[config.mk]
export PLATFORM = sky130hd
export DESIGN_NAME = datagram_frame_deframer_top
export DESIGN_NICKNAME = d
export VERILOG_FILES = /design/src/rtl/dfd_pkg.sv /design/src/rtl/dfd_parser.sv /design/src/rtl/dfd_out_buf.sv /design/src/rtl/datagram_frame_deframer_top.sv
export SDC_FILE = /design/constraint.sdc
export NUM_CORES = 1
export LEC_CHECK = 0
export ABC_AREA = 1
export BUFFER_PORTS_ARGS = -buffer_cell sky130_fd_sc_hd__buf_2
export CAP_MARGIN = 5
export CORE_UTILIZATION = 43
export DETAILED_ROUTE_END_ITERATION = 12
export HOLD_SLACK_MARGIN = 0.1
export SLEW_MARGIN = 10
export SYNTH_ARGS = -nofsm -noshare
export SYNTH_HDL_FRONTEND = slang
export SYNTH_SLANG_ARGS = --single-unit
[constraint.sdc]
create_clock -name aclk -period 5.1 [get_ports aclk]
set_input_delay 0.51 -clock aclk [delete_from_list [all_inputs] [get_ports aclk]]
set_output_delay 0.51 -clock aclk [all_outputs]
set_load 0.03 [all_outputs]
[src/rtl/dfd_pkg.sv]
`timescale 1ns / 1ps
// Package for the datagram frame deframer: result item type, status codes and
// header constants. No dependencies.
package dfd_pkg;

    localparam logic [1:0] STATUS_OK        = 2'd0;
    localparam logic [1:0] STATUS_BAD_ID    = 2'd1;
    localparam logic [1:0] STATUS_TRUNCATED = 2'd2;

    localparam logic [7:0] ID_LOW  = 8'h80;
    localparam logic [7:0] ID_HIGH = 8'h8F;

    // Bit r is set when reliability r carries that header field.
    localparam logic [7:0] MSG_INDEX_MASK = 8'hDC;
    localparam logic [7:0] ORDER_MASK     = 8'h9A;

    localparam logic [4:0] MSG_INDEX_BYTES = 5'd3;
    localparam logic [4:0] ORDER_BYTES     = 5'd4;
    localparam logic [4:0] SPLIT_BYTES     = 5'd10;

    localparam int LEN_W = 14;

    typedef struct packed {
        logic [1:0]  status;
        logic [23:0] sequence_number;
        logic        frame_last;
        logic        byte_valid;
        logic [7:0]  payload_byte;
    } res_t;

endpackage

[src/rtl/dfd_parser.sv]
`timescale 1ns / 1ps
// Byte-wise datagram header and frame parser: holds the parse state and turns
// each accepted byte into at most one result item. Depends on dfd_pkg.
module dfd_parser (
    input  logic          aclk,
    input  logic          aresetn,
    input  logic          fire,
    input  logic [7:0]    in_byte,
    input  logic          datagram_last,
    output logic          res_valid,
    output dfd_pkg::res_t res
);

    localparam logic [2:0] PH_ID   = 3'd0;
    localparam logic [2:0] PH_SEQ  = 3'd1;
    localparam logic [2:0] PH_FLAG = 3'd2;
    localparam logic [2:0] PH_LHI  = 3'd3;
    localparam logic [2:0] PH_LLO  = 3'd4;
    localparam logic [2:0] PH_SKIP = 3'd5;
    localparam logic [2:0] PH_PAY  = 3'd6;

    logic [2:0]                 phase_reg, phase_next;
    logic [dfd_pkg::LEN_W-1:0]  left_reg, left_next;
    logic [dfd_pkg::LEN_W-1:0]  len_reg, len_next;
    logic [7:0]                 lhi_reg, lhi_next;
    logic [2:0]                 rel_reg, rel_next;
    logic                       split_reg, split_next;
    logic [23:0]                seq_reg, seq_next;
    logic                       drop_reg, drop_next;

    logic [16:0]                bits_round;
    logic [dfd_pkg::LEN_W-1:0]  len_calc;
    logic [dfd_pkg::LEN_W-1:0]  left_dec;
    logic [4:0]                 skip;
    logic                       emit;
    dfd_pkg::res_t              r;

    assign bits_round = {1'b0, lhi_reg, in_byte} + 17'd7;
    assign len_calc   = bits_round[16:3];
    assign left_dec   = (left_reg != '0) ? left_reg - 1'b1 : '0;

    always_comb begin
        skip = '0;
        if (dfd_pkg::MSG_INDEX_MASK[rel_reg]) skip = skip + dfd_pkg::MSG_INDEX_BYTES;
        if (dfd_pkg::ORDER_MASK[rel_reg])     skip = skip + dfd_pkg::ORDER_BYTES;
        if (split_reg)                        skip = skip + dfd_pkg::SPLIT_BYTES;
    end

    always_comb begin
        phase_next = phase_reg;
        left_next  = left_reg;
        len_next   = len_reg;
        lhi_next   = lhi_reg;
        rel_next   = rel_reg;
        split_next = split_reg;
        seq_next   = seq_reg;
        drop_next  = drop_reg;
        emit       = 1'b0;
        r          = '0;

        if (drop_reg) begin
            // Rest of a bad datagram: swallow bytes until its last one.
            if (datagram_last) begin
                drop_next  = 1'b0;
                phase_next = PH_ID;
            end
        end else begin
            unique case (phase_reg)
                PH_ID: begin
                    seq_next = '0;
                    if (in_byte < dfd_pkg::ID_LOW || in_byte > dfd_pkg::ID_HIGH) begin
                        emit       = 1'b1;
                        r.status   = dfd_pkg::STATUS_BAD_ID;
                        drop_next  = !datagram_last;
                        phase_next = PH_ID;
                    end else begin
                        left_next  = dfd_pkg::LEN_W'(3);
                        phase_next = PH_SEQ;
                    end
                end
                PH_SEQ: begin
                    // Little-endian: first byte is bits 7:0.
                    unique case (left_reg[1:0])
                        2'd3:    seq_next = seq_reg | {16'd0, in_byte};
                        2'd2:    seq_next = seq_reg | {8'd0, in_byte, 8'd0};
                        default: seq_next = seq_reg | {in_byte, 16'd0};
                    endcase
                    left_next = left_dec;
                    if (left_dec == '0) phase_next = PH_FLAG;
                end
                PH_FLAG: begin
                    rel_next   = in_byte[7:5];
                    split_next = in_byte[4];
                    phase_next = PH_LHI;
                end
                PH_LHI: begin
                    lhi_next   = in_byte;
                    phase_next = PH_LLO;
                end
                PH_LLO: begin
                    len_next = len_calc;
                    if (skip != '0) begin
                        left_next  = dfd_pkg::LEN_W'(skip);
                        phase_next = PH_SKIP;
                    end else if (len_calc == '0) begin
                        emit         = 1'b1;
                        r.frame_last = 1'b1;
                        phase_next   = PH_FLAG;
                    end else begin
                        left_next  = len_calc;
                        phase_next = PH_PAY;
                    end
                end
                PH_SKIP: begin
                    left_next = left_dec;
                    if (left_dec == '0) begin
                        if (len_reg == '0) begin
                            emit         = 1'b1;
                            r.frame_last = 1'b1;
                            phase_next   = PH_FLAG;
                        end else begin
                            left_next  = len_reg;
                            phase_next = PH_PAY;
                        end
                    end
                end
                PH_PAY: begin
                    emit           = 1'b1;
                    r.payload_byte = in_byte;
                    r.byte_valid   = 1'b1;
                    r.frame_last   = (left_reg <= dfd_pkg::LEN_W'(1));
                    left_next      = left_dec;
                    if (left_dec == '0) phase_next = PH_FLAG;
                end
                default: phase_next = PH_ID;
            endcase

            // A datagram that ends anywhere but between frames is truncated.
            // A bad id has already reported its datagram and is left as it is.
            if (datagram_last) begin
                if (phase_next != PH_FLAG && r.status != dfd_pkg::STATUS_BAD_ID) begin
                    emit     = 1'b1;
                    r.status = dfd_pkg::STATUS_TRUNCATED;
                end
                phase_next = PH_ID;
            end
        end

        r.sequence_number = seq_next;
    end

    assign res_valid = fire && emit;
    assign res       = r;

    always_ff @(posedge aclk) begin
        if (!aresetn) begin
            phase_reg <= PH_ID;
            left_reg  <= '0;
            len_reg   <= '0;
            lhi_reg   <= '0;
            rel_reg   <= '0;
            split_reg <= 1'b0;
            seq_reg   <= '0;
            drop_reg  <= 1'b0;
        end else if (fire) begin
            phase_reg <= phase_next;
            left_reg  <= left_next;
            len_reg   <= len_next;
            lhi_reg   <= lhi_next;
            rel_reg   <= rel_next;
            split_reg <= split_next;
            seq_reg   <= seq_next;
            drop_reg  <= drop_next;
        end
    end

endmodule

[src/rtl/dfd_out_buf.sv]
`timescale 1ns / 1ps
// Output register with a skid stage for result items, so the input side keeps
// running after the consumer stalls, until the skid fills. Depends on dfd_pkg.
module dfd_out_buf (
    input  logic          aclk,
    input  logic          aresetn,
    input  logic          push,
    input  dfd_pkg::res_t push_data,
    output logic          can_take,
    output logic          out_valid,
    input  logic          out_ready,
    output dfd_pkg::res_t out_data
);

    logic          out_valid_reg;
    dfd_pkg::res_t out_data_reg;
    logic          skid_valid_reg;
    dfd_pkg::res_t skid_data_reg;

    assign can_take  = !skid_valid_reg;
    assign out_valid = out_valid_reg;
    assign out_data  = out_data_reg;

    always_ff @(posedge aclk) begin
        if (!aresetn) begin
            out_valid_reg  <= 1'b0;
            skid_valid_reg <= 1'b0;
        end else if (out_ready || !out_valid_reg) begin
            if (skid_valid_reg) begin
                out_valid_reg  <= 1'b1;
                skid_valid_reg <= 1'b0;
            end else begin
                out_valid_reg <= push;
            end
        end else if (push) begin
            skid_valid_reg <= 1'b1;
        end
    end

    always_ff @(posedge aclk) begin
        if (out_ready || !out_valid_reg) begin
            out_data_reg <= skid_valid_reg ? skid_data_reg : push_data;
        end else if (push) begin
            skid_data_reg <= push_data;
        end
    end

endmodule

[src/rtl/datagram_frame_deframer_top.sv]
`timescale 1ns / 1ps
// Top level of the datagram frame deframer: byte-stream parser followed by a
// registered output with skid stage. Depends on dfd_pkg, dfd_parser, dfd_out_buf.
//
//  Channel   Direction  Carries
//  s_*       in         one raw datagram byte per item, tlast on the datagram's last byte
//  m_*       out        one result item: payload byte or empty/status marker,
//                       tlast on the last byte of a frame (or an empty frame)
//
// Each accepted byte is parsed in the cycle it arrives; its result item, if
// any, goes to the output register, or to the skid stage while m_* stalls.
// One byte is taken every cycle while s_tready is high. The skid stage lets
// s_tready stay high after m_tready drops; s_tready falls only once two results
// are waiting. Reset (aresetn, synchronous, active low) returns the parser to
// expecting a datagram id and empties the output stages.
module datagram_frame_deframer_top (
    input  logic        aclk,
    input  logic        aresetn,

    input  logic        s_tvalid,
    output logic        s_tready,
    input  logic [7:0]  s_tdata,   // [7:0] in_byte
    input  logic        s_tlast,   // datagram_last

    output logic        m_tvalid,
    input  logic        m_tready,
    output logic [31:0] m_tdata,   // [7:0] payload_byte, [31:8] sequence_number
    output logic        m_tlast,   // frame_last
    output logic [2:0]  m_tuser    // [0] byte_valid, [2:1] status
);

    logic          fire;
    logic          res_valid;
    dfd_pkg::res_t res;
    dfd_pkg::res_t out_res;

    // A byte is taken only when the output side has room for its result.
    assign fire = s_tvalid && s_tready;

    dfd_parser u_parser (
        .aclk          (aclk),
        .aresetn       (aresetn),
        .fire          (fire),
        .in_byte       (s_tdata),
        .datagram_last (s_tlast),
        .res_valid     (res_valid),
        .res           (res)
    );

    dfd_out_buf u_out_buf (
        .aclk      (aclk),
        .aresetn   (aresetn),
        .push      (res_valid),
        .push_data (res),
        .can_take  (s_tready),
        .out_valid (m_tvalid),
        .out_ready (m_tready),
        .out_data  (out_res)
    );

    assign m_tdata = {out_res.sequence_number, out_res.payload_byte};
    assign m_tlast = out_res.frame_last;
    assign m_tuser = {out_res.status, out_res.byte_valid};

endmodule
==> Word level (Yosys, flattened, before mapping) <==
Memory sizes are Yosys's and may differ from the RTL's. A register that Yosys moved wholly into a read port is not among the register bits.
Index checks and enable logic that the tools add are counted.
{ "word_totals": {"reg_bits": 142, "latch_bits": 0, "ramBits": 0, "rom_bits": 16, "inputBits": 13, "out_inout_bits": 38, "wordCells": 126, "memories": 2} }
{ "classes": {"addsub": 4, "mul": 0, "div_mod_pow": 0, "n_lt_le_gt_ge": 4, "eq_ne": 13, "n_shift": 0, "muxes": 54, "n_bitwise": 6, "reduce_logical": 23} }
{ "memory_table": {"columns": ["name", "depth", "width", "read_ports", "rd_clocked_by_memory_dff", "write_ports", "line", "source"], "rows": [
  ["(no name shown)", 8, 1, 1, 1, 0, "dfd_parser.sv:44", "if (dfd_pkg::MSG_INDEX_MASK[rel_reg]) skip = skip + dfd_pkg::MSG_INDEX_BYTES;"],
  ["(no name shown)", 8, 1, 1, 1, 0, "dfd_parser.sv:45", "if (dfd_pkg::ORDER_MASK[rel_reg]) skip = skip + dfd_pkg::ORDER_BYTES;"]
]} }
{ "ops": {"columns": ["operator", "n"], "rows": [
  ["one-hot mux 24 bit (2 select lines)", 2],
  ["two-way mux 14 bit", 6],
  ["one-hot mux 14 bit (4 select lines)", 1],
  ["logical NOT 14 bit", 3],
  ["two-way mux 3 bit", 13],
  ["two-way mux 36 bit", 1],
  ["two-way mux 24 bit", 1],
  ["bitwise OR 24 x 16 -> 24 bit", 1],
  ["bitwise OR 24 bit", 1],
  ["bitwise OR 24 x 8 -> 24 bit", 1],
  ["one-hot mux 3 bit (6 select lines)", 1],
  ["adder 16 x 3 -> 17 bit, second input constant", 1],
  ["two-way mux 1 bit", 17],
  ["<= comparator 14 x 1 -> 1 bit, second input constant", 1],
  ["nonzero test 14 bit", 1],
  ["subtractor 14 x 1 -> 14 bit, second input constant", 1],
  ["two-way mux 2 bit", 6],
  ["two-way mux 10 bit", 1],
  ["two-way mux 5 bit", 2],
  ["== test 3 bit, second input constant", 3],
  ["two-way mux 9 bit", 1],
  ["AND reduction 3 bit", 3],
  ["greater-than comparator 8 bit, second input constant", 1],
  ["< comparator 8 bit, second input constant", 1],
  ["21 further kinds", 34]
]} }

==> Depth between registers and ports, before layout <==
Gate-level depths: netlist (run 1).
{ "depth": {"ltp_word": 18, "depth_mapped": 22, "depth_no_buf": 21} }

==> By module <==
A second synthesis (run 1) with hierarchy kept.
{ "hier_totals": {"cells_unflattened": 1006, "hier_area_um2": 7669.9} }
{ "by_module_without_submodules": {"columns": ["module", "instances", "cells_each", "area_each_um2", "seq_area_each_um2"], "rows": [
  ["dfd_parser", 1, 805, 4953.5, 1401.3],
  ["dfd_out_buf", 1, 199, 2708.8, 2202.1],
  ["datagram_frame_deframer_top", 1, 2, 7.5, 0.0]
]} }

==> Worst setup path before layout (run 1) <==
No wires, ideal clock.
{ "synth_timing": {"path_kind": "reg-to-reg", "startpoint": "reg u_parser.left_reg[0] in the netlist's numbering", "endpoint": "reg u_out_buf.skid_data_reg[0] in the netlist's numbering, enable pin", "setup_time_ns": 0.429, "arrival_time_ns": 3.472, "t_required_ns": 4.671, "slack_ns": 1.199, "stages_incl_launch_ff": 17, "n_path_buf": 2, "synth_period_minus_slack_ns": 3.901, "cell_sequence": "dfxtp_1 -> inv_1 -> ha_1 -> buf_2 -> nand2_4 -> nor2_4 -> nand2_4 -> buf_6 -> nand3_2 -> nand2_2 -> nor2_4 -> nand4_1 -> nand2_1 -> nor2_1 -> nand2_2 -> nand2_2 -> nor2_1"} }
{ "synth_between": {"elab_chain_cells": 13, "word_cells_on_any_way": 17, "cone_classes": "add/sub (1); eq/ne (1); mux (10); reduce/logical (5)"} }
{ "synth_rtl": {"columns": ["item", "line", "source"], "rows": [
  ["from (decl)", "dfd_parser.sv:23", "logic [dfd_pkg::LEN_W-1:0] left_reg, left_next;"],
  ["from (signal assigned)", "dfd_parser.sv:167", "left_reg <= left_next;"],
  ["subtractor 14 x 1 -> 14 bit / nonzero test 14 bit (equally long branches)", "dfd_parser.sv:40", "assign left_dec = (left_reg != '0) ? left_reg - 1'b1 : '0;"],
  ["two-way mux 14 bit (*)", "dfd_parser.sv:40", null],
  ["logical NOT 14 bit (*)", "dfd_parser.sv:89, dfd_parser.sv:116, dfd_parser.sv:133", null],
  ["two-way mux 3 bit, on equally long branches", "dfd_parser.sv:89, dfd_parser.sv:133, dfd_parser.sv:116", null],
  ["one-hot mux 3 bit (6 select lines)", "dfd_parser.sv:68", "unique case (phase_reg)"],
  ["two-way mux 3 bit", "dfd_parser.sv:61", "if (drop_reg) begin"],
  ["inequality test 3 x 2 -> 1 bit", "dfd_parser.sv:141", "if (phase_next != PH_FLAG && r.status != dfd_pkg::STATUS_BAD_ID) begin"],
  ["logical AND 1 bit", "dfd_parser.sv:141", null],
  ["two-way mux 1 bit", "dfd_parser.sv:141", null],
  ["two-way mux 1 bit (*)", "dfd_parser.sv:140", "if (datagram_last) begin"],
  ["two-way mux 1 bit (*)", "dfd_parser.sv:61", null],
  ["logical AND 1 bit (*)", "dfd_parser.sv:152", "assign res_valid = fire && emit;"],
  ["AND reduction 2 bit (no source line) (*)", null, null],
  ["to (signal assigned)", "dfd_out_buf.sv:44", "skid_data_reg <= push_data;"],
  ["to (decl)", "dfd_out_buf.sv:18", "dfd_pkg::res_t skid_data_reg;"]
]} }
Every way passes the cells marked *; elsewhere a longest branch is shown, timed or not. The select of a mux whose other input is x is not followed.
A chain may end at the register's enable or synchronous reset.

==> Worst setup path after layout (run 1) <==
{ "layout_timing": {"startpoint": "reg u_parser.left_reg[0] in the netlist's numbering", "endpoint": "reg u_out_buf.skid_data_reg[13] in the netlist's numbering, enable pin"} }
Same word-level chain as after synthesis.

==> metrics.md, run 1 <==
| Metric | Value |
|---|---|
| VDD IR max | `0.240 mV` |
| Synthesized area divided by synthesized cell count | `7.61 sq um` |
| Overall power | `0.00274 W` |
| Post-route cell area | `0.00857 sq mm` |
| Count of routing violations after the opening detailed-route iteration | `461` |
| DRC errors left | `0` |
| Placeable core region | `0.0172 sq mm` |
| Unique masters post-synth | `41` |
| Number of diodes | `0` |
| Post-synthesis async set-or-reset flop share | `0` |
| TritonCTS Sinks | `144` |
| Detailed-route vias per instance | `5.06` |
| Layout net count | `1055` |
| Clock tree from TritonCTS | `yes` |
| Root Buffer Master | `sky130_fd_sc_hd__clkbuf_16` |
| Largest net degree at the start of global routing | `53` |
| Maximum achievable frequency | `0.277 GHz` |
| Worst setup path class | `reg2reg` |
| Number of antenna violations at the first check in global routing | `0` |
| Maximum fanout along the worst path | `36` |
| Total global routing overflow | `0` |
| Slew at the pin closest to its max-slew limit | `1.07 ns` |
| Total detailed-routing wirelength | `19.1 mm` |
| Area enclosed by the die boundary | `0.0182 sq mm` |
| Pwr/cell area | `320 mW/mm^2` |
| Arrival time at the worst endpoint | `3.64 ns` |
| X dimension of the die | `135 um` |
| Portion of the post-synthesis area used by sequential elements | `0.475` |
| Hpwl dp | `13.6 mm` |
| Post-synthesis cell count | `997` |
| Slew Limit Fails | `0` |
| Number of setup buffers added after CTS | `0` |
| Clock slew at reported path FFs | `0.07 ns` |
| Post-synth design cell area | `0.00758 sq mm` |
| Sort of element at the end of the critical path | `flip-flop` |
| Vias in the first global route | `6130` |
| Slowest CP cell | `sky130_fd_sc_hd__nor2_4` |
| Commonest non-fill, non-tap cell in the layout | `sky130_fd_sc_hd__nand2_1` |
| Part of the power in the clock network | `0.443` |
| Area post-placement | `0.00800 sq mm` |
| Result of the run | `complete, no violations` |
| Total clock buffers created by CTS | `17` |
| Setup clock skew after layout | `0.0114 ns` |
| Cells along the critical path | `inv_1 -> ha_1 -> nand2_4 -> nor2_4 -> nand2_4 -> nand2_1 -> nand2_1 -> nor2_1 -> nand2_1 -> nor2_4 -> nand4_1 -> nand2_1 -> nor2_1 -> nand2_2 -> nand2_2 -> nor2_4` |
| Number of instances on the worst hold path | `2` |
| Period Utilization, post-route | `0.707` |
| Effective utilization at floorplan | `0.440` |
| Area added between synthesis and finish | `12.9%` |
| Headroom to the max-slew limit | `0.283` |
| Row count | `48` |
| Synthesized Nets | `1017` |
| Wire length of the first global-routing pass | `31.3 mm` |
| Die outline height | `135 um` |
| Cells on worst reg2reg path | `16` |
| Total Negative Setup Slacks | `0 ns` |
| Count of pins on the block boundary | `51` |
| Count of vias placed by the detailed router | `6443` |
| Switching power share of the total | `0.265` |
| Hold Crit Class | `in2reg` |
| Final hold violations | `0` |
| Power share of the combinational group | `0.093` |
| EDFF count, synth | `72` |
| RSZ-0062 raised after global routing | `false` |
| Source-to-sink clock delay at the later pin of the worst-skew pair | `0.43 ns` |
| Final Setup Violations | `0` |
| DRT antenna net count | `0` |
| Number of synthesis warnings | `0` |
| IO Port Bufs | `50` |
| CTS H-tree depth | `4` |
| Global-route usage over all layers | `0.222` |
| Critical path's largest stage delay | `0.82 ns` |
| Part of the total power dissipated in sequential elements | `0.464` |
| Fraction of layout instances using a drive strength above 1 | `0.122` |
| Prevailing post-synth register cell | `sky130_fd_sc_hd__edfxtp_1` |
| Switching power of the nets | `0.000725 W` |
| Detailed-routing iteration count for the pre-antenna-repair pass | `5` |
| Critical Path Most Common Cell | `sky130_fd_sc_hd__nand2_1` |
| Leading cell types in the layout, fill and taps excluded | `217 x sky130_fd_sc_hd__nand2_1, 147 x sky130_fd_sc_hd__inv_1, 107 x sky130_fd_sc_hd__o21ai_0` |
| Critical Path Source Type | `flip-flop` |
| Internal Dissipation | `0.00201 W` |
| WL per Instance | `15.0 um` |
| Post-cts gate resize count | `0` |
| Seq cells post-synth | `144` |
| Clock Tree Buf Depth | `2` |
| Placer's final routability congestion estimate | `0.887` |
| Req. time, crit path | `5.14 ns` |
| Static power due to leakage | `3.66 nW` |
| Hold bufs inserted after CTS | `0` |
| Final critical path time including I/O delays and setup | `3.61 ns` |
| Count of max-cap constraint violations | `0` |
final timing paths:
path | start | endpoint | slack [ns]
worst max-delay path | u_parser.left_reg[0] | u_out_buf.skid_data_reg[13] | 1.49
worst max register to register | u_parser.left_reg[0] | u_out_buf.skid_data_reg[13] | 1.49
worst min-delay path | s_tlast | u_parser.drop_reg | 0.35
worst min register to register | u_parser.left_reg[13] | u_parser.left_reg[13] | 0.49
logic make-up after synthesis:
group                      after synthesis  synth area share
xor gates and xnor gates                 2           0.00231
buffers and inverters                  190            0.0986
adders and majority gates                7            0.0115
DFF                                    144             0.475
AOI/OAI and AO/OA                      242             0.169
and+or+nand+nor                        412             0.244
synthesized netlist by cell type (all sizes together) (2+ instances only):
cell | count | area share
nand2 | 226 | 0.12
inv | 152 | 0.075
o21ai | 123 | 0.083
nor2 | 102 | 0.060
a21oi | 94 | 0.062
dfxtp | 72 | 0.19
edfxtp | 72 | 0.29
nand3 | 55 | 0.042
clkbuf | 27 | 0.013
nand4 | 12 | 0.0099
nor3 | 11 | 0.0086
buf | 10 | 0.0096
o22ai | 9 | 0.0074
ha | 7 | 0.012
o211ai | 5 | 0.0049
nor4 | 3 | 0.0025
a221oi | 2 | 0.0023
nor3b | 2 | 0.0020
o221ai | 2 | 0.0023
xor2 | 2 | 0.0023
per-layer routing:
layer / vias up / routed length [um] / track usage
li1: 3360 / - / -
met2: 122 / 9140 / 0.376
met1: 2945 / 9100 / 0.287
met4: 0 / 321 / 0.0737
met5: - / 0 / 0
met3: 16 / 561 / 0.0383
power groups by stage:
stage	logic [W]	registers [W]	clock network, W
4_1_cts	0.000254	0.00127	0.00123
6_report	0.000254	0.00127	0.00121
2_1_floorplan	0.000131	0.00134	0
3_3_place_gp	0.000251	0.00129	0
3_5_place_dp	0.000253	0.00130	0
5_1_grt	0.000279	0.00128	0.00128
critical path, delay by kind of cell, from the launching register on:
kind / cells / cell delay, ns
buf+inv: 1 / 0.22
flops: 1 / 0.34
simple gates: 14 / 2.24
fa+ha+maj: 1 / 0.40
area by class of cell:
class,instances,area (sq um)
Clock buffer,18,439
Clock inverter,14,131
Fill cell,1722,8670
Inverter,153,574
Multi-Input combinational cell,663,3240
Sequential cell,144,3600
Tap cell,225,282
Timing Repair Buffer,56,295
stage by stage:
stage / hold WS (ns) / instances / worst slack, ns / util
3_3_place_gp: 0.474 / 1241 / 1.57 / 0.464
6_report: 0.350 / 1273 / 1.49 / 0.497
3_5_place_dp: 0.479 / 1241 / 1.50 / 0.464
5_1_grt: 0.346 / 1273 / 1.10 / 0.497
2_1_floorplan: 0.457 / 997 / 1.20 / -
4_1_cts: 0.333 / 1273 / 1.48 / 0.497
(Power assumes the default switching activity.)
==> run 2: changes to the inputs <==
--- a/config.mk
+++ b/config.mk
@@ -5,7 +5,7 @@
 export SDC_FILE = /design/constraint.sdc
 export NUM_CORES = 1
 export LEC_CHECK = 0
-export ABC_AREA = 1
+export ABC_AREA = 0
 export BUFFER_PORTS_ARGS = -buffer_cell sky130_fd_sc_hd__buf_2
 export CAP_MARGIN = 5
 export CORE_UTILIZATION = 43
==> constraint.sdc (replaced) <==
create_clock -name aclk -period 3.5 [get_ports aclk]
set_input_delay 0.35 -clock aclk [delete_from_list [all_inputs] [get_ports aclk]]
set_output_delay 0.35 -clock aclk [all_outputs]
set_load 0.03 [all_outputs]
==> metrics.md, run 2 <==
| Metric | Value |
|---|---|
| Number of instances on the worst hold path | `4` |
| Critical hold path startpoint | `m_tready` |
| VDD IR max | `0.311 mV` |
| Placeable core region | `0.0159 sq mm` |
| Static power due to leakage | `3.33 nW` |
| Area added between synthesis and finish | `15.1%` |
| Unique masters post-synth | `64` |
| Slack of the worst reg-to-reg path | `0.28 ns` |
| Clock slew at reported path FFs | `0.06 ns` |
| Post-synth design cell area | `0.00707 sq mm` |
| Detailed-routing iteration count for the pre-antenna-repair pass | `5` |
| Count of vias placed by the detailed router | `5674` |
| Maximum fanout along the worst path | `36` |
| Overall power | `0.00388 W` |
| Worst setup path class | `reg2reg` |
| CP delay by family, top | `simple AND/OR/NAND/NOR gates` |
| X dimension of the die | `130 um` |
| DRT antenna net count | `0` |
| Commonest non-fill, non-tap cell in the layout | `sky130_fd_sc_hd__nand2_1` |
| Synthesized area divided by synthesized cell count | `9.30 sq um` |
| Cell with the most instances after synthesis | `sky130_fd_sc_hd__nand2_1` |
| Die outline height | `130 um` |
| Count of pins on the block boundary | `51` |
| Total Negative Setup Slacks | `0 ns` |
| Sort of element at the end of the critical path | `flip-flop` |
| Leading cell types in the layout, fill and taps excluded | `129 x sky130_fd_sc_hd__nand2_1, 75 x sky130_fd_sc_hd__nor2_1, 72 x sky130_fd_sc_hd__edfxtp_1` |
| Fraction of layout instances using a drive strength above 1 | `0.139` |
| Cells on worst reg2reg path | `10` |
| Number of antenna violations at the first check in global routing | `0` |
| Count of buffer and inverter cells on the critical path | `2` |
| Clock tree from TritonCTS | `yes` |
| Count of routing violations after the opening detailed-route iteration | `437` |
| Pwr/cell area | `477 mW/mm^2` |
| Synthesized Nets | `780` |
| Slew at the pin closest to its max-slew limit | `0.779 ns` |
| Hold Crit Class | `in2reg` |
| Core occupancy in the finished layout | `0.510` |
| Portion of the post-synthesis area used by sequential elements | `0.510` |
| Post-cts gate resize count | `0` |
| Number of synthesis warnings | `0` |
| Placer's final routability congestion estimate | `0.868` |
| Fraction of synthesized cell area taken by the top area cell type | `0.306` |
| Critical path's largest stage delay | `0.48 ns` |
| Row count | `46` |
| Period Utilization, post-route | `0.920` |
| Wire length of the first global-routing pass | `28.9 mm` |
| Clock Tree Buf Depth | `2` |
| DRC errors left | `0` |
| Headroom to the max-slew limit | `0.479` |
| Post-synthesis cell count | `760` |
| Root Buffer Master | `sky130_fd_sc_hd__clkbuf_16` |
| Final critical path time including I/O delays and setup | `3.22 ns` |
| Hold bufs inserted after CTS | `0` |
| WL per Instance | `17.2 um` |
| Synth top cells by count | `129 x sky130_fd_sc_hd__nand2_1, 75 x sky130_fd_sc_hd__nor2_1, 72 x sky130_fd_sc_hd__dfxtp_1, 72 x sky130_fd_sc_hd__edfxtp_1, 62 x sky130_fd_sc_hd__o21ai_0` |
| Reg2reg start | `u_parser.left_reg[0]` |
| Terminating pin of the worst hold path | `u_out_buf.skid_valid_reg` |
| Total global routing overflow | `0` |
| Seq cells post-synth | `144` |
| Maximum achievable frequency | `0.311 GHz` |
| Critical Path Source Type | `flip-flop` |
| EDFF count, synth | `72` |
| Area enclosed by the die boundary | `0.0170 sq mm` |
| Area contributors post-synth | `sky130_fd_sc_hd__edfxtp_1 31%, sky130_fd_sc_hd__dfxtp_1 20%, sky130_fd_sc_hd__nand2_1 6.9%` |
| Hpwl dp | `12.3 mm` |
| Source-to-sink clock delay at the later pin of the worst-skew pair | `0.42 ns` |
| Source of the critical timing path | `u_parser.left_reg[0]` |
| RSZ-0062 raised after global routing | `false` |
| Cells along the critical path | `inv_1 -> ha_1 -> nor4b_4 -> nand3_1 -> mux2i_1 -> nand4b_1 -> or3_4 -> a21oi_1 -> a21oi_4 -> buf_6` |
| Number of inserted filler cells in the final layout | `1470` |
| Layout net count | `821` |
| Result of the run | `complete, no violations` |
| Total clock buffers created by CTS | `17` |
| Total detailed-routing wirelength | `17.7 mm` |
| Detailed-route vias per instance | `5.51` |
| Post-synthesis async set-or-reset flop share | `0` |
| Prevailing post-synth register cell | `sky130_fd_sc_hd__edfxtp_1` |
| Number of setup buffers added after CTS | `0` |
| CTS H-tree depth | `4` |
| IO Port Bufs | `50` |
| Req. time, crit path | `3.64 ns` |
| Final hold violations | `0` |
| TritonCTS Sinks | `144` |
| Final Setup Violations | `0` |
| Worst r2r dst | `u_out_buf.skid_data_reg[8]` |
| Largest net degree at the start of global routing | `74` |
| Count of max-cap constraint violations | `0` |
| Slew Limit Fails | `0` |
| Number of diodes | `0` |
| Arrival time at the worst endpoint | `3.36 ns` |
| Slowest CP cell | `sky130_fd_sc_hd__or3_4` |
| Global-route usage over all layers | `0.225` |
| Effective utilization at floorplan | `0.443` |
| Setup clock skew after layout | `0.00758 ns` |
| Vias in the first global route | `5519` |
| Top cell type by total area after synthesis | `sky130_fd_sc_hd__edfxtp_1` |
run 2: changes by cell type after synthesis, moves of 21 or more:
cell,change
sky130_fd_sc_hd__o21ai_0,-45
sky130_fd_sc_hd__nand3_1,-24
sky130_fd_sc_hd__inv_1,-122
sky130_fd_sc_hd__a21oi_1,-76
sky130_fd_sc_hd__nor2b_1,+21
sky130_fd_sc_hd__nand2_1,-88
run 2: how the worst max path moves through the flow:
stage	end	slack (ns)	cells past startpoint
6_report	u_out_buf.skid_data_reg[8]	0.28	10
5_1_grt	u_out_buf.skid_data_reg[6]	0.05	10
4_1_cts	u_out_buf.skid_data_reg[5]	0.18	10
3_5_place_dp	u_out_buf.skid_data_reg[29]	0.20	10
3_3_place_gp	u_out_buf.skid_data_reg[27]	0.33	10
2_1_floorplan	u_out_buf.skid_data_reg[0]	0.26	10
run 2: final cells by class:
type / count / area, sq um / area share
Sequential cell: 144 / 3600 / 0.443
Multi-Input combinational cell: 546 / 3200 / 0.394
Clock buffer: 17 / 425 / 0.0523
Timing Repair Buffer: 66 / 374 / 0.0460
Tap cell: 216 / 270 / 0.0332
Clock inverter: 14 / 156 / 0.0192
Inverter: 26 / 97.6 / 0.0120
run 2: cells by family after synthesis:
kind of cell,synth area share
DFF,0.510
and+or+nand+nor,0.226
adders and majority gates,0.0124
xor gates and xnor gates,0.0248
buffers and inverters,0.0400
muxes,0.0246
AOI/OAI and AO/OA,0.162
run 2: tightest hold or removal path, delay by kind of cell:
kind	cells	cell delay, ns
buf+inv	1	0.08
compound gates	2	0.15
simple gates	1	0.09
run 2: through the flow:
step / hold slack, ns / std cells / worst slack [ns] / area (sq um)
final: 0.291 / 1029 / 0.282 / 8130
after global routing: 0.311 / 1029 / 0.0485 / 8130
after CTS: 0.283 / 1029 / 0.184 / 8130
after detailed placement: 0.460 / 998 / 0.202 / 7550
after global placement: 0.449 / 998 / 0.335 / 7550
after floorplan: 0.443 / 760 / 0.264 / 7080
run 2: report_power, final:
group	leakage [nW]	total (W)	switching, W	internal (W)
Sequential	1.28	0.00182	0.0000145	0.00180
Clock	0.284	0.00180	0.000741	0.00106
Combinational	1.77	0.000262	0.000196	0.0000666
Total	3.33	0.00388	0.000951	0.00293
run 2: routing by layer:
metal | vias to the layer above | global-route usage | routed length (um)
met5 | - | 0 | 0
met4 | 0 | 0.0958 | 429
met3 | 28 | 0.0394 | 877
met2 | 160 | 0.370 | 8320
met1 | 2687 | 0.290 | 8070
li1 | 2799 | - | -
==> run 3: changes to the inputs <==
--- a/config.mk
+++ b/config.mk
@@ -14,4 +14,5 @@
 export SLEW_MARGIN = 10
 export SYNTH_ARGS = -nofsm -noshare
 export SYNTH_HDL_FRONTEND = slang
+export SYNTH_HIERARCHICAL = 1
 export SYNTH_SLANG_ARGS = --single-unit
==> metrics.md, run 3 <==
| Metric | Value |
|---|---|
| Result of the run | `complete, no violations` |
| Synth top cells by count | `104 x sky130_fd_sc_hd__nor2_1, 72 x sky130_fd_sc_hd__dfxtp_1, 72 x sky130_fd_sc_hd__edfxtp_1` |
| Top cell type by total area after synthesis | `sky130_fd_sc_hd__edfxtp_1` |
| Commonest non-fill, non-tap cell in the layout | `sky130_fd_sc_hd__nor2_1` |
| Wire length of the first global-routing pass | `28.3 mm` |
| Maximum achievable frequency | `0.304 GHz` |
| EDFF count, synth | `72` |
| X dimension of the die | `130 um` |
| Row count | `46` |
| Count of routing violations after the opening detailed-route iteration | `400` |
| Area contributors post-synth | `sky130_fd_sc_hd__edfxtp_1 31%, sky130_fd_sc_hd__dfxtp_1 21%, sky130_fd_sc_hd__nor2_1 5.6%` |
| IO Port Bufs | `50` |
| Clock slew at reported path FFs | `0.07 ns` |
| Setup slack after layout | `0.210 ns` |
| Layout net count | `778` |
| Detailed-route vias per instance | `5.59` |
| Sort of element at the end of the critical path | `flip-flop` |
| Number of inserted filler cells in the final layout | `1447` |
| Number of diodes | `0` |
| Area added between synthesis and finish | `20.0%` |
| Die outline height | `130 um` |
| Final critical path time including I/O delays and setup | `3.29 ns` |
| Switching power share of the total | `0.251` |
| Post-synthesis cell count | `673` |
| Clock tree from TritonCTS | `yes` |
| Area enclosed by the die boundary | `0.0168 sq mm` |
| Prevailing post-synth register cell | `sky130_fd_sc_hd__edfxtp_1` |
| Total clock buffers created by CTS | `17` |
| Reg2reg start | `u_parser/left_reg[1]` |
| Global-route usage over all layers | `0.225` |
| Static power due to leakage | `3.38 nW` |
| DRT antenna net count | `0` |
| Critical hold path startpoint | `s_tdata[1]` |
| Hold Crit Class | `in2reg` |
| Placeable core region | `0.0159 sq mm` |
| Total global routing overflow | `0` |
| Fraction of synthesized area in multiplexers | `0.125` |
| DRC errors left | `0` |
| Largest net degree at the start of global routing | `39` |
| Post-synthesis async set-or-reset flop share | `0` |
| Slew Limit Fails | `0` |
| Main combinational cell family by area after synthesis | `simple AND/OR/NAND/NOR gates` |
| Switching power of the nets | `0.000996 W` |
| Pwr/cell area | `471 mW/mm^2` |
| Synthesized Nets | `694` |
| Cell with the most instances after synthesis | `sky130_fd_sc_hd__nor2_1` |
| Final Setup Violations | `0` |
| Part of the total power dissipated in sequential elements | `0.455` |
| Slew at the pin closest to its max-slew limit | `0.997 ns` |
| Vias in the first global route | `5220` |
| Synthesized area divided by synthesized cell count | `10.4 sq um` |
| Footprint of the multi-input gates | `0.00324 sq mm` |
| Total detailed-routing wirelength | `17.9 mm` |
| Overall power | `0.00397 W` |
| Unique masters post-synth | `63` |
| Hold bufs inserted after CTS | `0` |
| Setup clock skew after layout | `0.0101 ns` |
| Worst setup path class | `reg2reg` |
| Area share of and/or/nand/nor cells after synthesis | `0.177` |
| Part of the power in the clock network | `0.473` |
| Final hold violations | `0` |
| Headroom to the max-slew limit | `0.334` |
| Internal Dissipation | `0.00297 W` |
| VDD IR max | `0.313 mV` |
| Clock Tree Buf Depth | `2` |
| Count of pins on the block boundary | `51` |
| RSZ-0062 raised after global routing | `false` |
| Pre-CTS WS | `-0.124 ns` |
| Count of max-cap constraint violations | `0` |
| Hpwl dp | `12.9 mm` |
| Critical Path Source Type | `flip-flop` |
| Post-route cell area | `0.00842 sq mm` |
| Post-synthesis share of cell area spent on xor and xnor gates | `0.0250` |
| Req. time, crit path | `3.68 ns` |
| WL per Instance | `18.2 um` |
| Seq cells post-synth | `144` |
| Fraction of layout instances using a drive strength above 1 | `0.245` |
| Maximum fanout along the worst path | `18` |
| Fraction of synthesized cell area taken by the top area cell type | `0.308` |
| Detailed-routing iteration count for the pre-antenna-repair pass | `5` |
| TritonCTS Sinks | `144` |
| Placer's final routability congestion estimate | `0.906` |
| Leading cell types in the layout, fill and taps excluded | `103 x sky130_fd_sc_hd__nor2_1, 72 x sky130_fd_sc_hd__edfxtp_1, 71 x sky130_fd_sc_hd__dfxtp_1` |
| Post-Synth Adder-Cell Area | `0.0143` |
| Area fraction in compound gates after synthesis | `0.113` |
| Number of antenna violations at the first check in global routing | `1` |
| Count of vias placed by the detailed router | `5516` |
| Area post-placement | `0.00775 sq mm` |
| Source-to-sink clock delay at the later pin of the worst-skew pair | `0.42 ns` |
| Effective utilization at floorplan | `0.442` |
| Portion of the post-synthesis area used by sequential elements | `0.514` |
| CTS H-tree depth | `4` |
| Source of the critical timing path | `u_parser/left_reg[1]` |
| Root Buffer Master | `sky130_fd_sc_hd__clkbuf_16` |
| Arrival time at the worst endpoint | `3.47 ns` |
| Power share of the combinational group | `0.072` |
| Period Utilization, post-route | `0.940` |
| Number of synthesis warnings | `6` |
| Post-synth design cell area | `0.00701 sq mm` |
| Area taken by flip-flops and latches | `0.00360 sq mm` |
==> run 3: cell count changes in the layout (fill, tap and decap cells not counted), moves of 13 or more <==
| cell | before | now |
|---|---|---|
| sky130_fd_sc_hd__and2_1 | 20 | 3 |
| sky130_fd_sc_hd__mux2_4 | 0 | 18 |
| sky130_fd_sc_hd__o31ai_1 | 20 | 6 |
| sky130_fd_sc_hd__buf_4 | 15 | 43 |
| sky130_fd_sc_hd__nor2_1 | 75 | 103 |
| sky130_fd_sc_hd__a21oi_1 | 17 | 39 |
| sky130_fd_sc_hd__nand2_1 | 129 | 40 |
| sky130_fd_sc_hd__mux2i_1 | 14 | 38 |
| sky130_fd_sc_hd__o21ai_0 | 62 | 22 |
| sky130_fd_sc_hd__a31oi_1 | 19 | 6 |
| sky130_fd_sc_hd__mux2_2 | 3 | 20 |
==> run 3: path summary, 6_finish.rpt <==
path | slack [ns] | cells after the start | to
setup reg to reg | 0.21 | 12 | u_out_buf/skid_data_reg[21]
hold / removal | 0.23 | 3 | u_parser/lhi_reg[1]
hold reg to reg | 0.49 | 2 | u_parser/left_reg[8]
setup / recovery | 0.21 | 12 | u_out_buf/skid_data_reg[21]
==> run 3: power by group through the flow <==
stage	logic [W]	clock network (W)	registers (W)
4_1_cts	0.000280	0.00190	0.00181
5_1_grt	0.000303	0.00198	0.00181
3_5_place_dp	0.000276	0	0.00184
2_1_floorplan	0.000125	0	0.00189
3_3_place_gp	0.000274	0	0.00184
6_report	0.000285	0.00188	0.00181
==> run 3: timing repair <==
item | CTS | global route
buffers inserted | 0 | 2
endpoints found under the setup margin | 36 | 19
cloned | 1 | 0
pin swaps | 0 | 2
resized for setup | 1 | 0
endpoints found under the hold margin | 0 | 0
==> run 3: layout make-up <==
| type | instances | share of cell area |
|---|---|---|
| multi-input combinational | 480 | 0.385 |
| sequential | 144 | 0.428 |
| tap | 216 | 0.0321 |
| inverter | 19 | 0.00847 |
| clock buffer | 17 | 0.0505 |
| clock inverter | 15 | 0.0229 |
| timing repair buffer | 95 | 0.0728 |
==> run 3: metal layers <==
metal	vias up	share of wire	global-route usage
li1	2634	-	-
met1	2662	0.47	0.319
met2	185	0.45	0.344
met3	35	0.058	0.0402
met4	0	0.020	0.0814
met5	-	0	0
==> run 3: kinds of logic after synthesis <==
kind of cell             count (synthesis)
AO/OA/AOI/OAI                          122
adder cells (fa/ha/maj)                  8
buffers and inverters                   50
flip-flops                             144
multiplexers                            76
AND/OR/NAND/NOR                        253
XOR/XNOR                                20
==> run 3: critical path: stages, from the launching register on <==
cell	delay [ns]
sky130_fd_sc_hd__dfxtp_1	0.31
sky130_fd_sc_hd__inv_1	0.11
sky130_fd_sc_hd__ha_4	0.15
sky130_fd_sc_hd__or4b_4	0.47
sky130_fd_sc_hd__or2_4	0.25
sky130_fd_sc_hd__o32ai_2	0.28
sky130_fd_sc_hd__o2111ai_2	0.26
sky130_fd_sc_hd__and2_1	0.21
sky130_fd_sc_hd__o311ai_1	0.38
sky130_fd_sc_hd__a41oi_2	0.18
sky130_fd_sc_hd__inv_1	0.21
sky130_fd_sc_hd__nor2_4	0.07
sky130_fd_sc_hd__buf_12	0.16
==> run 3: metrics by stage <==
step           TNS [ns]  hold WS [ns]  cells   util
4_1_cts               0         0.211    984  0.527
5_1_grt               0         0.249    986  0.530
2_1_floorplan         0         0.444    673      -
3_3_place_gp      -1.06         0.465    951  0.488
6_report              0         0.226    986  0.530
3_5_place_dp      -4.31         0.478    951  0.488
